### src/rtl/assert_macros.svh
// Concurrent assertion macros used by the parser core.
`ifndef ASSERT_MACROS_SVH
`define ASSERT_MACROS_SVH

// Assertion on the rising clock edge, masked while reset is asserted (active low).
`define ANSP_ASSERT_RST(lbl, clk, rst_n, prop, msg) \
    lbl: assert property (@(posedge clk) disable iff (!(rst_n)) (prop)) else $error(msg);

// Assertion on the rising clock edge, checked in every cycle.
`define ANSP_ASSERT(lbl, clk, prop, msg) \
    lbl: assert property (@(posedge clk) (prop)) else $error(msg);

`endif

### src/rtl/ansp_pkg.sv
// Shared types and constants of the ASCII number string parser.
`default_nettype none

package ansp_pkg;

    localparam int CHAR_W        = 8;
    localparam int VALUE_W       = 32;
    localparam int POS_W         = 4;
    localparam int DIGIT_W       = 4;
    localparam int DEF_MAX_POS   = 11;
    localparam int DEF_Q_DEPTH   = 4;
    localparam int KILO_SHIFT    = 10;
    localparam int MEGA_SHIFT    = 20;

    localparam logic [CHAR_W-1:0] CH_NUL  = 8'h00;
    localparam logic [CHAR_W-1:0] CH_0    = 8'h30;
    localparam logic [CHAR_W-1:0] CH_9    = 8'h39;
    localparam logic [CHAR_W-1:0] CH_LA   = 8'h61;
    localparam logic [CHAR_W-1:0] CH_LF   = 8'h66;
    localparam logic [CHAR_W-1:0] CH_UA   = 8'h41;
    localparam logic [CHAR_W-1:0] CH_UF   = 8'h46;
    localparam logic [CHAR_W-1:0] CH_LX   = 8'h78;
    localparam logic [CHAR_W-1:0] CH_UX   = 8'h58;
    localparam logic [CHAR_W-1:0] CH_LK   = 8'h6B;
    localparam logic [CHAR_W-1:0] CH_UK   = 8'h4B;
    localparam logic [CHAR_W-1:0] CH_LM   = 8'h6D;
    localparam logic [CHAR_W-1:0] CH_UM   = 8'h4D;

    // Character classes found by the front end
    typedef enum logic [2:0] {
        TK_NUL  = 3'd0,
        TK_DEC  = 3'd1,
        TK_HEXL = 3'd2,
        TK_X    = 3'd3,
        TK_K    = 3'd4,
        TK_M    = 3'd5,
        TK_BAD  = 3'd6
    } t_kind;

    typedef struct packed {
        t_kind               kind;
        logic [DIGIT_W-1:0]  digit;
    } t_token;

    typedef struct packed {
        logic full;
        logic empty;
    } t_q_status;

    // Parser mode, one-hot
    typedef enum logic [2:0] {
        MODE_DEC  = 3'b001,
        MODE_HEX  = 3'b010,
        MODE_DROP = 3'b100
    } t_mode;

endpackage

`default_nettype wire

### src/rtl/ansp_front.sv
// Front end: input handshake and character classification.
`default_nettype none

module ansp_front
    import ansp_pkg::*;
(
    input  wire logic              i_rst_n,
    input  wire logic              i_s_tvalid,
    output logic                   o_s_tready,
    input  wire logic [CHAR_W-1:0] i_s_tdata,
    input  wire t_q_status         i_q_status,
    output logic                   o_push,
    output t_token                 o_token
);

    logic c_dec, c_hexl;

    assign o_s_tready = i_rst_n && !i_q_status.full;
    assign o_push     = i_s_tvalid && o_s_tready;

    assign c_dec  = (i_s_tdata >= CH_0) && (i_s_tdata <= CH_9);
    assign c_hexl = ((i_s_tdata >= CH_LA) && (i_s_tdata <= CH_LF)) ||
                    ((i_s_tdata >= CH_UA) && (i_s_tdata <= CH_UF));

    always_comb begin
        o_token.digit = i_s_tdata[DIGIT_W-1:0];
        if (c_hexl) begin
            // 'a'/'A' have low nibble 1 -> 10
            o_token.digit = i_s_tdata[DIGIT_W-1:0] + DIGIT_W'(9);
        end
        priority if (i_s_tdata == CH_NUL)                 o_token.kind = TK_NUL;
        else if (c_dec)                                   o_token.kind = TK_DEC;
        else if (c_hexl)                                  o_token.kind = TK_HEXL;
        else if (i_s_tdata == CH_LX || i_s_tdata == CH_UX) o_token.kind = TK_X;
        else if (i_s_tdata == CH_LK || i_s_tdata == CH_UK) o_token.kind = TK_K;
        else if (i_s_tdata == CH_LM || i_s_tdata == CH_UM) o_token.kind = TK_M;
        else                                              o_token.kind = TK_BAD;
    end

endmodule

`default_nettype wire

### src/rtl/ansp_queue.sv
// Short token queue between front end and back end.
`default_nettype none

module ansp_queue
    import ansp_pkg::*;
#(
    parameter int DEPTH = DEF_Q_DEPTH
) (
    input  wire logic   i_clk,
    input  wire logic   i_rst_n,
    input  wire logic   i_push,
    input  wire t_token i_token,
    input  wire logic   i_pop,
    output t_token      o_token,
    output t_q_status   o_status
);

    localparam int PTR_W = (DEPTH > 1) ? $clog2(DEPTH) : 1;
    localparam int CNT_W = $clog2(DEPTH + 1);
    localparam logic [PTR_W-1:0] LAST = PTR_W'(DEPTH - 1);

    t_token              r_mem [DEPTH];
    logic [PTR_W-1:0]    r_wr, n_wr, r_rd, n_rd;
    logic [CNT_W-1:0]    r_cnt, n_cnt;

    assign o_token        = r_mem[r_rd];
    assign o_status.full  = (r_cnt == CNT_W'(DEPTH));
    assign o_status.empty = (r_cnt == '0);

    always_comb begin
        n_wr  = r_wr;
        n_rd  = r_rd;
        n_cnt = r_cnt;
        if (i_push) begin
            n_wr = (r_wr == LAST) ? '0 : r_wr + PTR_W'(1);
        end
        if (i_pop) begin
            n_rd = (r_rd == LAST) ? '0 : r_rd + PTR_W'(1);
        end
        if (i_push && !i_pop) begin
            n_cnt = r_cnt + CNT_W'(1);
        end else if (!i_push && i_pop) begin
            n_cnt = r_cnt - CNT_W'(1);
        end
    end

    always_ff @(posedge i_clk) begin
        if (!i_rst_n) begin
            r_wr  <= '0;
            r_rd  <= '0;
            r_cnt <= '0;
        end else begin
            r_wr  <= n_wr;
            r_rd  <= n_rd;
            r_cnt <= n_cnt;
        end
    end

    always_ff @(posedge i_clk) begin
        if (i_push) begin
            r_mem[r_wr] <= i_token;
        end
    end

endmodule

`default_nettype wire

### src/rtl/ansp_back.sv
// Back end: parse state machine, accumulator and result register.
`default_nettype none

module ansp_back
    import ansp_pkg::*;
#(
    parameter int MAX_POSITIONS = DEF_MAX_POS
) (
    input  wire logic               i_clk,
    input  wire logic               i_rst_n,
    input  wire t_token             i_token,
    input  wire t_q_status          i_q_status,
    output logic                    o_pop,
    output logic                    o_m_tvalid,
    input  wire logic               i_m_tready,
    output logic                    o_ok,
    output logic [VALUE_W-1:0]      o_value
);

    localparam logic [POS_W-1:0] POS_LIMIT = POS_W'(MAX_POSITIONS);

    t_mode               r_mode, n_mode;
    logic [POS_W-1:0]    r_pos, n_pos, pos_inc;
    logic [VALUE_W-1:0]  r_acc, n_acc, acc_dec, acc_hex;
    logic                r_out_valid, n_out_valid;
    logic                r_ok, n_ok;
    logic [VALUE_W-1:0]  r_value, n_value;
    logic                is_hex, digit_ok;

    assign o_pop      = !i_q_status.empty && (!r_out_valid || i_m_tready);
    assign o_m_tvalid = r_out_valid;
    assign o_ok       = r_ok;
    assign o_value    = r_value;

    assign is_hex   = (r_mode == MODE_HEX);
    assign digit_ok = (i_token.kind == TK_DEC) || (is_hex && i_token.kind == TK_HEXL);
    assign pos_inc  = r_pos + POS_W'(1);
    // acc*10 + d as (acc<<3) + (acc<<1) + d
    assign acc_dec  = {r_acc[VALUE_W-4:0], 3'b000} + {r_acc[VALUE_W-2:0], 1'b0}
                    + VALUE_W'(i_token.digit);
    assign acc_hex  = {r_acc[VALUE_W-5:0], i_token.digit};

    always_comb begin
        n_mode      = r_mode;
        n_pos       = r_pos;
        n_acc       = r_acc;
        n_out_valid = r_out_valid && !i_m_tready;
        n_ok        = r_ok;
        n_value     = r_value;
        if (o_pop) begin
            unique case (r_mode)
                MODE_DEC, MODE_HEX: begin
                    priority if (i_token.kind == TK_NUL) begin
                        // end of string: bare prefix fails
                        n_out_valid = 1'b1;
                        n_ok        = !(is_hex && r_pos == POS_W'(2));
                        n_value     = n_ok ? r_acc : '0;
                        n_mode      = MODE_DEC;
                        n_pos       = '0;
                        n_acc       = '0;
                    end else if (!is_hex && i_token.kind == TK_X &&
                                 r_pos == POS_W'(1) && r_acc == '0) begin
                        n_mode = MODE_HEX;
                        n_pos  = POS_W'(2);
                    end else if (!is_hex && r_pos != '0 && i_token.kind == TK_K) begin
                        n_out_valid = 1'b1;
                        n_ok        = 1'b1;
                        n_value     = r_acc << KILO_SHIFT;
                        n_mode      = MODE_DROP;
                    end else if (!is_hex && r_pos != '0 && i_token.kind == TK_M) begin
                        n_out_valid = 1'b1;
                        n_ok        = 1'b1;
                        n_value     = r_acc << MEGA_SHIFT;
                        n_mode      = MODE_DROP;
                    end else if (!digit_ok) begin
                        n_out_valid = 1'b1;
                        n_ok        = 1'b0;
                        n_value     = '0;
                        n_mode      = MODE_DROP;
                    end else begin
                        n_acc = is_hex ? acc_hex : acc_dec;
                        n_pos = pos_inc;
                        if (pos_inc >= POS_LIMIT) begin
                            // overlong string
                            n_out_valid = 1'b1;
                            n_ok        = 1'b0;
                            n_value     = '0;
                            n_mode      = MODE_DROP;
                        end
                    end
                end
                default: begin
                    // discarding until NUL
                    if (i_token.kind == TK_NUL) begin
                        n_mode = MODE_DEC;
                        n_pos  = '0;
                        n_acc  = '0;
                    end
                end
            endcase
        end
    end

    always_ff @(posedge i_clk) begin
        if (!i_rst_n) begin
            r_mode      <= MODE_DEC;
            r_pos       <= '0;
            r_acc       <= '0;
            r_out_valid <= 1'b0;
        end else begin
            r_mode      <= n_mode;
            r_pos       <= n_pos;
            r_acc       <= n_acc;
            r_out_valid <= n_out_valid;
        end
    end

    always_ff @(posedge i_clk) begin
        r_ok    <= n_ok;
        r_value <= n_value;
    end

endmodule

`default_nettype wire

### src/rtl/ascii_number_string_parser_core.sv
// Top level of the ASCII number string parser: front end, token queue, back end.
//
// Takes one ASCII character per item of a NUL-terminated string and returns one
// result per string: hex after a 0x/0X prefix (up to MAX_POSITIONS-3 digits), or
// decimal (up to MAX_POSITIONS-1 digits) with an optional k/K (x2^10) or m/M
// (x2^20) suffix. Values wrap modulo 2^32. A bare prefix, a bad character or an
// overlong string gives ok=0 and value 0; the empty string gives ok=1, value 0.
// After a suffix or an error the remaining characters up to the NUL are dropped
// silently. Rate: one character per cycle sustained as long as no result waits
// at the output. The front end classifies a character as it is accepted and
// writes it into a Q_DEPTH-entry queue; the back end takes one queued character
// per cycle through a single shift-add accumulator step and registers the
// result. The output register stalls the back end only while a result waits;
// the queue absorbs the input.
`default_nettype none

module ascii_number_string_parser_core
    import ansp_pkg::*;
#(
    parameter int MAX_POSITIONS = DEF_MAX_POS,
    parameter int Q_DEPTH       = DEF_Q_DEPTH
) (
    input  wire logic               i_clk,
    input  wire logic               i_rst_n,
    input  wire logic               i_s_tvalid,
    output logic                    o_s_tready,
    input  wire logic [CHAR_W-1:0]  i_s_tdata,   // [7:0] character
    output logic                    o_m_tvalid,
    input  wire logic               i_m_tready,
    output logic [VALUE_W-1:0]      o_m_tdata,   // [31:0] value
    output logic                    o_m_tuser    // [0] ok
);

    t_token     push_token, pop_token;
    t_q_status  q_status;
    logic       push, pop;

    ansp_front u_front (
        .i_rst_n    (i_rst_n),
        .i_s_tvalid (i_s_tvalid),
        .o_s_tready (o_s_tready),
        .i_s_tdata  (i_s_tdata),
        .i_q_status (q_status),
        .o_push     (push),
        .o_token    (push_token)
    );

    ansp_queue #(
        .DEPTH (Q_DEPTH)
    ) u_queue (
        .i_clk    (i_clk),
        .i_rst_n  (i_rst_n),
        .i_push   (push),
        .i_token  (push_token),
        .i_pop    (pop),
        .o_token  (pop_token),
        .o_status (q_status)
    );

    ansp_back #(
        .MAX_POSITIONS (MAX_POSITIONS)
    ) u_back (
        .i_clk      (i_clk),
        .i_rst_n    (i_rst_n),
        .i_token    (pop_token),
        .i_q_status (q_status),
        .o_pop      (pop),
        .o_m_tvalid (o_m_tvalid),
        .i_m_tready (i_m_tready),
        .o_ok       (o_m_tuser),
        .o_value    (o_m_tdata)
    );

    // Checks
`include "assert_macros.svh"

    `ANSP_ASSERT_RST(a_fail_zero, i_clk, i_rst_n, (o_m_tvalid && !o_m_tuser) |-> (o_m_tdata == '0), "failed result carries nonzero value")
    `ANSP_ASSERT_RST(a_no_result_from_empty, i_clk, i_rst_n, (q_status.empty && !o_m_tvalid) |=> !o_m_tvalid, "result without queued character")
    `ANSP_ASSERT_RST(a_push_fills, i_clk, i_rst_n, push |=> !q_status.empty, "queue empty after a write")

endmodule

`default_nettype wire

### config.mk
export PLATFORM = sky130hd
export DESIGN_NAME = ascii_number_string_parser_core
export DESIGN_NICKNAME = d
export VERILOG_FILES = /design/src/rtl/ansp_pkg.sv /design/src/rtl/ansp_front.sv /design/src/rtl/ansp_queue.sv /design/src/rtl/ansp_back.sv /design/src/rtl/ascii_number_string_parser_core.sv
export VERILOG_INCLUDE_DIRS = /design/src /design/src/rtl
export SDC_FILE = /design/constraint.sdc
export NUM_CORES = 1
export LEC_CHECK = 0
export BUFFER_PORTS_ARGS = -buffer_cell sky130_fd_sc_hd__buf_2
export CAP_MARGIN = 20
export CORE_UTILIZATION = 34
export CTS_CLUSTER_DIAMETER = 100
export DETAILED_ROUTE_END_ITERATION = 16
export PLACE_DENSITY_LB_ADDON = 0.3
export SLEW_MARGIN = 0
export SYNTH_ARGS = -nofsm -noshare
export SYNTH_HDL_FRONTEND = slang
export SYNTH_SLANG_ARGS = --single-unit
### constraint.sdc
create_clock -name i_clk -period 3.2 [get_ports i_clk]
set_clock_uncertainty 0.05 [all_clocks]
set_input_delay 0.8 -clock i_clk [delete_from_list [all_inputs] [get_ports i_clk]]
set_output_delay 0.8 -clock i_clk [all_outputs]
set_load 0.03 [all_outputs]
Yosys cells after proc, flatten, opt, wreduce, memory -nomap -nowiden
Memories as Yosys holds them, arrays and structs flattened. A register that Yosys moved wholly into a read port is not among the register bits.
Cells that the tools add are included.
W data, S select, Z words.
{ "totals": {"regBits": 80, "mem_bits_rw": 28, "wordCells": 154, "memories": 1} }
{ "mem_list": {"columns": ["name", "depth", "width", "rd", "rd_clocked_by_memory_dff", "wr", "line", "text"], "rows": [
  ["u_queue.r_mem", 4, 7, 1, 1, 1, "ansp_queue.sv:22", "t_token r_mem [DEPTH];"]
]} }
{ "op_classes": {"addsub": 8, "magnitude_cmp": 7, "n_eq_ne": 25, "n_mux": 59, "reduce_logical": 45} }
{ "ops": {"columns": ["cell", "n"], "rows": [
  ["$mux W32", 15],
  ["$eq A8 B7 Y1 const B", 6],
  ["$mux W3", 15],
  ["$add A32 B32 Y32", 1],
  ["$add A32 B4 Y32", 1],
  ["$logic_not A32 Y1", 1],
  ["$mux W4", 8],
  ["$logic_and A1 B1 Y1", 17],
  ["$ge A8 B7 Y1 const B", 2],
  ["$le A8 B7 Y1 const B", 2],
  ["$mux W1", 16],
  ["$mux W2", 5],
  ["$eq A3 B2 Y1 const B", 3],
  ["$eq A3 B3 Y1 const B", 3],
  ["$ge A8 B6 Y1 const B", 1],
  ["$le A8 B6 Y1 const B", 1],
  ["$logic_not A1 Y1", 8],
  ["$logic_not A8 Y1", 1],
  ["$eq A3 B1 Y1 const B", 2],
  ["$logic_not A3 Y1", 2],
  ["$logic_or A1 B1 Y1", 6],
  ["$ne A2 B1 Y1 const B", 3],
  ["$ne A3 B1 Y1 const B", 2],
  ["$ne A6 B6 Y1 const B", 1],
  ["other kinds (18)", 22]
]} }

Longest topological paths before layout
Gate-level depths: netlist of run 1.
{ "depth": {"ltp_word": 10, "ltp_mapped": 13, "mapped_depth_nobuf": 12} }

Cells and area by module
A second synthesis of run 1 with hierarchy kept.
{ "hier_totals": {"hier_cells": 723, "area_unflattened_um2": 7174.4} }
{ "by_module_without_submodules": {"columns": ["mod", "n_inst", "cells_per_inst", "area_per_inst_um2", "seq_area_each_um2"], "rows": [
  ["ansp_back", 1, 605, 5408.9, 1791.7],
  ["ansp_queue", 1, 81, 1471.4, 1021.0],
  ["ansp_front", 1, 37, 294.0, 0.0]
]} }

Least setup slack after synthesis of run 1
OpenSTA, ideal clock, no wires.
{ "synth_timing": {"path_type": "in2reg", "start": "input port i_rst_n", "end": "register u_queue.r_cnt[2]", "t_arrival_ps": 3479, "t_required_ps": 3074, "setup_slack_ps": -405, "path_stages": 9, "n_path_buf": 1, "path_cell_list": "clkbuf_1 a21boi_0 and2_0 ha_1 inv_1 fa_1 xor2_1 or3_1 a21boi_0"} }
{ "synth_via": {"elab_chain_len": 5, "word_cells_on_any_way": 7, "classes_between": "mux: 1; reduce/logical: 6"} }
{ "synth_rtl": {"columns": ["element", "line", "text"], "rows": [
  ["from (decl)", "ascii_number_string_parser_core.sv:24", "input wire logic i_rst_n,"],
  ["$logic_and A1 B1 Y1 (*)", "ansp_front.sv:18", "assign o_s_tready = i_rst_n && !i_q_status.full;"],
  ["named net o_s_tready", "ascii_number_string_parser_core.sv:26", "output logic o_s_tready,"],
  ["$logic_and A1 B1 Y1 (*)", "ansp_front.sv:19", "assign o_push = i_s_tvalid && o_s_tready;"],
  ["named net push", "ascii_number_string_parser_core.sv:36", "logic push, pop;"],
  ["$logic_not A1 Y1", "ansp_queue.sv:42", "end else if (!i_push && i_pop) begin"],
  ["$logic_and A1 B1 Y1", "ansp_queue.sv:42", null],
  ["$reduce_bool A2 Y1 (no source line)", null, null],
  ["to (signal assigned)", "ansp_queue.sv:55", "r_cnt <= n_cnt;"],
  ["to (decl)", "ansp_queue.sv:24", "logic [CNT_W-1:0] r_cnt, n_cnt;"]
]} }
Mark *: on every way through the listed nets, which the timed path passes. The rest lies on a longest branch.
A chain may end at the register's enable or synchronous reset.

==> impl_results.md, run 1 <==
- Placed inst area: 0.00812 mm²
- Final worst setup slack: -0.00634 ns
- Fin area: 0.00858 mm²
- Setup violations, final: 2
- Maxcap violations: 0
- Most common cell after layout, fill and taps aside: nand2_1
- Minimum clock period: 3.21 ns
- Register bit total from synthesis: 110
- Hold EP: u_queue.r_rd[1]
- Worst Path Required: 3.44 ns
- Lkg Pwr: 3.55 nW
- Maximum clock insertion buffer count: 2
- CP delay by family, top: compound AO/OA/AOI/OAI gates
- Pre-Repair DR Iteration Count: 5
- Synth Cell Area: 0.00721 mm²
- Die Y-Extent: 148 µm
- Largest family of logic cells by synthesized area: compound AO/OA/AOI/OAI gates
- Status: complete, but fails checks
- Post-DP HPWL: 13800 µm
- RSZ-0062 raised after global routing: true
- Net Count, Synth: 812
- CP max stage delay: 0.52 ns
- Clk sink count: 110
- Diodes inserted: 0
- Violated checks: negative setup slack
- Number of antenna violations at the first check in global routing: 1
- Starting DRT DRC Count: 330
- Synth warn: 0
- I/O pins: 47
- Nets: 907
- Ys async rst share: 0%
- Root buffer cell: clkbuf_16
- Share of layout cells above drive strength 1: 21.5%
- Total gr overflow: 0
- Hold Path Class: flop to flop
- Number of global-route vias before repair: 5467
- GRT Total Usage: 16.7%
- Compound-Gate Fraction of Synth Area: 19.6%
- Max Slew Vio Count: 0
- Worst Hold Depth: 2
- GPL Wtd Cong: 0.861
- Post-Synth Simple-Gate Area: 16.2%
- Initial Util: 35.2%
- Library cells used by synthesis: 77
- Largest net degree at the start of global routing: 47
- Hold path startpoint: u_queue.r_rd[1]
- Inserted Clock Buffers: 9
- Post-synthesis sequential area ratio: 39.0%
- Worst skew pair latency: 0.37 ns
- TritonCTS clock tree: yes
- DR WL/cell: 16.4 µm
- Final cell count without fillers: 1094
- Final setup TNS: -0.0118 ns
- Worst-Margin Slew: 0.739 ns
- CP bufs+invs: 2
- F_max: 0.312 GHz
- Slowest cell on the critical path: mux4_2
- Final-report hold violation count: 0
- Core Rows: 52
- Post-route clock period utilization: 100%
- R2R Setup Slk: -0.006 ns
- Overall routed net length: 18000 µm
- Die area: 0.0218 mm²
- Post-Synth XOR/XNOR Area: 3.16%
- Dpl cells: 1073
- Die width: 148 µm
- Adder-Cell Fraction of Synth Area: 13.5%
- Arr. time, crit path: 3.45 ns
- Most frequent cells in the layout: 75 x nand2_1, 70 x ha_1, 63 x buf_4
- FF-to-FF path depth: 12
- First-pass GRT wire length: 29000 µm
- Crit path depth: 12
- Worst slew margin: 50.7%
- Critical path class: flop to flop
- Post-Syn Instances: 724
- Drt drc: 0
- Final ANT Viol Nets: 0
- Port Buffer Count: 46
- H-tree depth: 3
- Avg Inst Size Synth: 9.95 µm²
- Maximum VDD drop: 0.000266 V
- Crit start category: flop
- CP Capture Type: flop
- Via density: 5.36
- Reg2Reg Capture Point: u_back.r_acc[31]
- Post-synthesis mux area share: 5.42%
- WHS: 0.454 ns
- FILL cells: 1993
- Clk slew on worst S/H paths: 0.08 ns
- EDFF count, synth: 61
- Most common flop cell mapped by yosys: edfxtp_1
- Worst Path Max Fanout: 3
- Hold Buf Count CTS: 0
- Layout overhead on the synthesized area: 19.1%
- CORE AREA: 0.0205 mm²
- Pwr per Cell Area: 580 mW/mm²
- Routed vias: 5869
- Crit path cell chain: mux4_2 -> inv_2 -> fa_1 -> inv_1 -> ha_1 -> a21oi_1 -> a21oi_2 -> o21ai_2 -> a211oi_2 -> nor2_1 -> or4b_1 -> a41oi_2
[timing repair]
item                                   CTS  global route
endpoints found under the hold margin    0             0
pin swaps                                9            24
setup endpoints to repair               17            16
buffers inserted                         2             3
resized for setup                       10            21
[registers in the layout (all words and copies together), names as in the netlist, named ones only]
| signal | count |
|---|---|
| u_back.o_m_tvalid | 1 |
| u_back.o_ok | 1 |
| u_back.o_value | 32 |
| u_back.r_acc | 32 |
| u_back.r_mode | 3 |
| u_back.r_pos | 4 |
| u_queue.r_cnt | 3 |
| u_queue.r_mem | 28 |
| u_queue.r_rd | 2 |
| u_queue.r_wr | 2 |
[worst reg2reg max path, cell delays in order (launching register included)]
cell and delay (ns):
dfxtp_4 0.38, mux4_2 0.52, inv_2 0.08, fa_1 0.44, inv_1 0.08, ha_1 0.14, a21oi_1 0.09, a21oi_2 0.18
o21ai_2 0.10, a211oi_2 0.34, nor2_1 0.09, or4b_1 0.49, a41oi_2 0.17
[through the flow]
stage | util, % | setup slack [ns] | power, mW
2_1_floorplan | - | 0.00584 | 3.33
3_3_place_gp | 39.6 | -0.142 | 3.84
3_5_place_dp | 39.6 | -0.197 | 3.85
4_1_cts | 41.3 | -0.00595 | 4.99
5_1_grt | 41.9 | -0.178 | 5.26
6_report | 41.9 | -0.00634 | 4.98
[layer usage]
metal | routed length (µm) | vias up | global-route usage, %
met3 | 617 | 20 | 1.94
met2 | 8130 | 144 | 26.4
met5 | 0 | - | 0
met4 | 314 | 0 | 5.46
met1 | 8930 | 2779 | 23.7
li1 | - | 2926 | -
[where the power goes]
part           internal (mW)  total (mW)  switching, mW
clock network          0.556        1.13          0.574
logic                  0.632        1.86           1.22
registers               1.87        1.99          0.126
total                   3.06        4.98           1.92
[worst max path at each step]
| stage | slack [ns] | end | startpoint |
|---|---|---|---|
| floorplan | 0.006 | u_back.r_acc[31] | flop |
| global placement | -0.14 | u_back.r_acc[31] | flop |
| detailed placement | -0.20 | u_back.r_acc[31] | flop |
| CTS | -0.006 | u_back.r_acc[14] | flop |
| global route | -0.18 | u_back.r_acc[26] | flop |
| finish | -0.006 | u_back.r_acc[31] | flop |
[cells by family (layout without fill, tap and decap cells)]
group	after synthesis	count (layout)
compound gates	210	210
mux	29	29
fa+ha+maj	76	76
xor+xnor	26	26
simple gates	223	223
flops	110	110
buf+inv	50	150
[synth_stat cells (9+ instances only)]
cell | instances | share of area [%]
nand2_1 | 75 | 3.9
ha_1 | 73 | 13
edfxtp_1 | 61 | 25
dfxtp_1 | 49 | 14
o21ai_0 | 47 | 3.3
a21oi_1 | 41 | 2.8
nor2_1 | 25 | 1.3
a22o_1 | 23 | 2.8
inv_1 | 23 | 1.2
mux2i_1 | 21 | 2.9
nor3_1 | 19 | 1.3
nor2b_1 | 17 | 1.5
xnor2_1 | 17 | 2.1
and2_1 | 16 | 1.4
clkbuf_1 | 13 | 0.68
nand3_1 | 12 | 0.83
a21o_1 | 10 | 1.0
nand4_1 | 10 | 0.87
o21ai_1 | 9 | 0.62
xor2_1 | 9 | 1.1
[layout make-up]
type                    count  area (µm²)  area share (%)
repair buffers            111         734            8.56
inverters                  23        86.3            1.01
well taps                 270         338            3.94
flip-flops and latches    110        2820            32.8
clock buffers               9         225            2.62
clock inverters             7        76.3           0.889
multi-input cells         564        4310            50.2
(Power assumes the default switching activity.)
==> run 2, diff against run 1 <==
--- a/config.mk
+++ b/config.mk
@@ -8,7 +8,8 @@
 export LEC_CHECK = 0
 export BUFFER_PORTS_ARGS = -buffer_cell sky130_fd_sc_hd__buf_2
 export CAP_MARGIN = 20
-export CORE_UTILIZATION = 34
+export CORE_UTILIZATION = 41
+export CTS_BUF_LIST = sky130_fd_sc_hd__clkbuf_8
 export CTS_CLUSTER_DIAMETER = 100
 export DETAILED_ROUTE_END_ITERATION = 16
 export PLACE_DENSITY_LB_ADDON = 0.3
==> impl_results.md, run 2 (synthesized netlist as in run 1, its figures left out) <==
- Status: complete, but fails checks
- Violated checks: negative setup slack
- Final cell count without fillers: 1044 (-4.6%)
- Total gr overflow: 0 (unchanged)
- FILL cells: 1569 (-21%)
- Worst Path Max Fanout: 3 (unchanged)
- Worst-Margin Slew: 1.06 ns (+0.320 ns)
- Fin area: 0.00835 mm² (-2.8%)
- Hold Path Class: flop to flop
- Inserted Clock Buffers: 9 (unchanged)
- Worst slew margin: 29.3% (-21 points)
- F_max: 0.307 GHz (-1.7%)
- Via density: 5.64 (+5.2%)
- Final worst setup slack: -0.0620 ns (-0.0557 ns)
- RSZ-0062 raised after global routing: true
- Post-route clock period utilization: 102% (+1.7 points)
- Maxcap violations: 0 (unchanged)
- Overall routed net length: 17800 µm (-1.2%)
- R2R Setup Slk: -0.06 ns (-0.06 ns)
- Most frequent cell on the critical path: a21oi_2
- H-tree depth: 3 (unchanged)
- Max Slew Vio Count: 0 (unchanged)
- TritonCTS clock tree: yes
- Multi-input logic area: 0.00429 mm² (-0.41%)
- Minimum clock period: 3.26 ns (+0.0557 ns)
- FF/Latch Area: 0.00282 mm² (unchanged)
- Dpl cells: 1021 (-4.8%)
- Pwr per Cell Area: 557 mW/mm² (-4.0%)
- FF-to-FF path depth: 12 (unchanged)
- Post-DP HPWL: 13400 µm (-2.7%)
- Maximum clock insertion buffer count: 2 (unchanged)
- Hold EP: u_queue.r_wr[1]
- Most common cell after layout, fill and taps aside: nand2_1
- Die Y-Extent: 135 µm (-8.8%)
- Lkg Pwr: 3.48 nW (-2.0%)
- Setup violations, final: 3 (+1)
- Largest net degree at the start of global routing: 47 (unchanged)
- Clk slew on worst S/H paths: 0.11 ns (+0.03 ns)
- CP bufs+invs: 2 (unchanged)
- CP delay by family, top: compound AO/OA/AOI/OAI gates
- Die width: 135 µm (-8.8%)
- First-pass GRT wire length: 28600 µm (-1.4%)
- I/O pins: 47 (unchanged)
- CP Capture Type: flop
- Slowest cell on the critical path: mux4_2
- Layout overhead on the synthesized area: 15.8%
- Hold Buf Count CTS: 0 (unchanged)
- Most frequent cells in the layout: 75 x nand2_1, 71 x ha_1, 61 x edfxtp_1
- Die area: 0.0181 mm² (-17%)
- Reg2Reg Capture Point: u_back.r_acc[31]
- Nets: 901 (-0.66%)
- Crit path cell chain: mux4_2 -> inv_2 -> fa_1 -> inv_1 -> ha_1 -> a21oi_2 -> a21oi_2 -> o21ai_2 -> a211oi_2 -> nor2_1 -> or4b_1 -> a41oi_2
- Routed vias: 5890 (+0.36%)
- Worst Hold Depth: 2 (unchanged)
- Final ANT Viol Nets: 0 (unchanged)
- Number of antenna violations at the first check in global routing: 1 (unchanged)
- CORE AREA: 0.0172 mm² (-16%)
- Core Rows: 48 (-7.7%)
- Total Power: 4.65 mW (-6.7%)
- Crit start category: flop
- CP max stage delay: 0.52 ns (about the same)
- Port Buffer Count: 46 (unchanged)
- Worst Path Required: 3.48 ns (+0.04 ns)
- Worst skew pair latency: 0.41 ns (+0.04 ns)
- Arr. time, crit path: 3.54 ns (+0.09 ns)
- Number of global-route vias before repair: 5493 (+0.48%)
- DP Worst Slack: -0.250 ns (-0.0526 ns)
- Root buffer cell: clkbuf_8
- Maximum VDD drop: 0.000440 V (+65%)
- Final-report hold violation count: 0 (unchanged)
- Critical path class: flop to flop
- Placed inst area: 0.00800 mm² (-1.5%)
- GRT Total Usage: 20.2% (+3.5 points)
- Drt drc: 0 (unchanged)
- Starting DRT DRC Count: 501 (+52%)
- GPL Wtd Cong: 0.902 (+4.7%)
- Share of layout cells above drive strength 1: 20.4% (-1.1 points)
- Hold path startpoint: u_queue.r_wr[1]
- DR WL/cell: 17.0 µm (+3.5%)
- Pre-Repair DR Iteration Count: 6 (+1)
- Initial Util: 41.8% (+6.6 points)
- Clk sink count: 110 (unchanged)
run 2: worst max-delay path by stage:
stage	slack (ns)	end	depth (start not counted)
after floorplan	0.006	u_back.r_acc[31]	13
after global routing	-0.19	u_back.r_acc[26]	12
after global placement	-0.10	u_back.r_acc[28]	11
final	-0.06	u_back.r_acc[31]	12
after detailed placement	-0.25	u_back.r_acc[31]	12
after CTS	0.001	u_back.r_acc[20]	14
run 2: area by class of cell:
class	instances	area share [%]
multi-input combinational	564	51.4
sequential	110	33.7
timing repair buffer	105	8.06
tap	225	3.37
clock buffer	9	1.48
inverter	23	1.03
clock inverter	7	0.884
antenna	1	0.0300
run 2: metrics by stage:
stage	hold WS [ns]	setup TNS (ns)	utilization, %
finish	0.479	-0.108	48.4
CTS	0.477	0	47.9
floorplan	0.417	0	-
detailed placement	0.458	-1.23	46.4
global route	0.506	-1.65	48.4
global placement	0.451	-0.428	46.4
run 2: tightest hold or removal path: stages (launching register included):
cell and delay (ns):
dfxtp_1 0.37, nand2_1 0.07, o21ai_0 0.06
run 2: metal layers:
| metal | GRT usage (%) | share of wire (%) |
|---|---|---|
| met5 | 0 | 0 |
| met4 | 6.49 | 1.5 |
| met1 | 27.6 | 48 |
| met3 | 2.85 | 4.0 |
| met2 | 32.8 | 47 |
run 2: where the power goes:
part	internal, mW	leakage, nW	total [mW]	switching [mW]
sequential	1.87	0.970	1.99	0.122
clock	0.309	0.101	0.851	0.542
combinational	0.600	2.40	1.81	1.21
total	2.78	3.48	4.65	1.87
run 2: what timing repair did:
item / in CTS / in global routing
pin swaps: 8 / 25
setup buffers: 2 / 4
gates cloned: 0 / 0
gates resized for setup: 9 / 16
endpoints found under the setup margin: 14 / 14
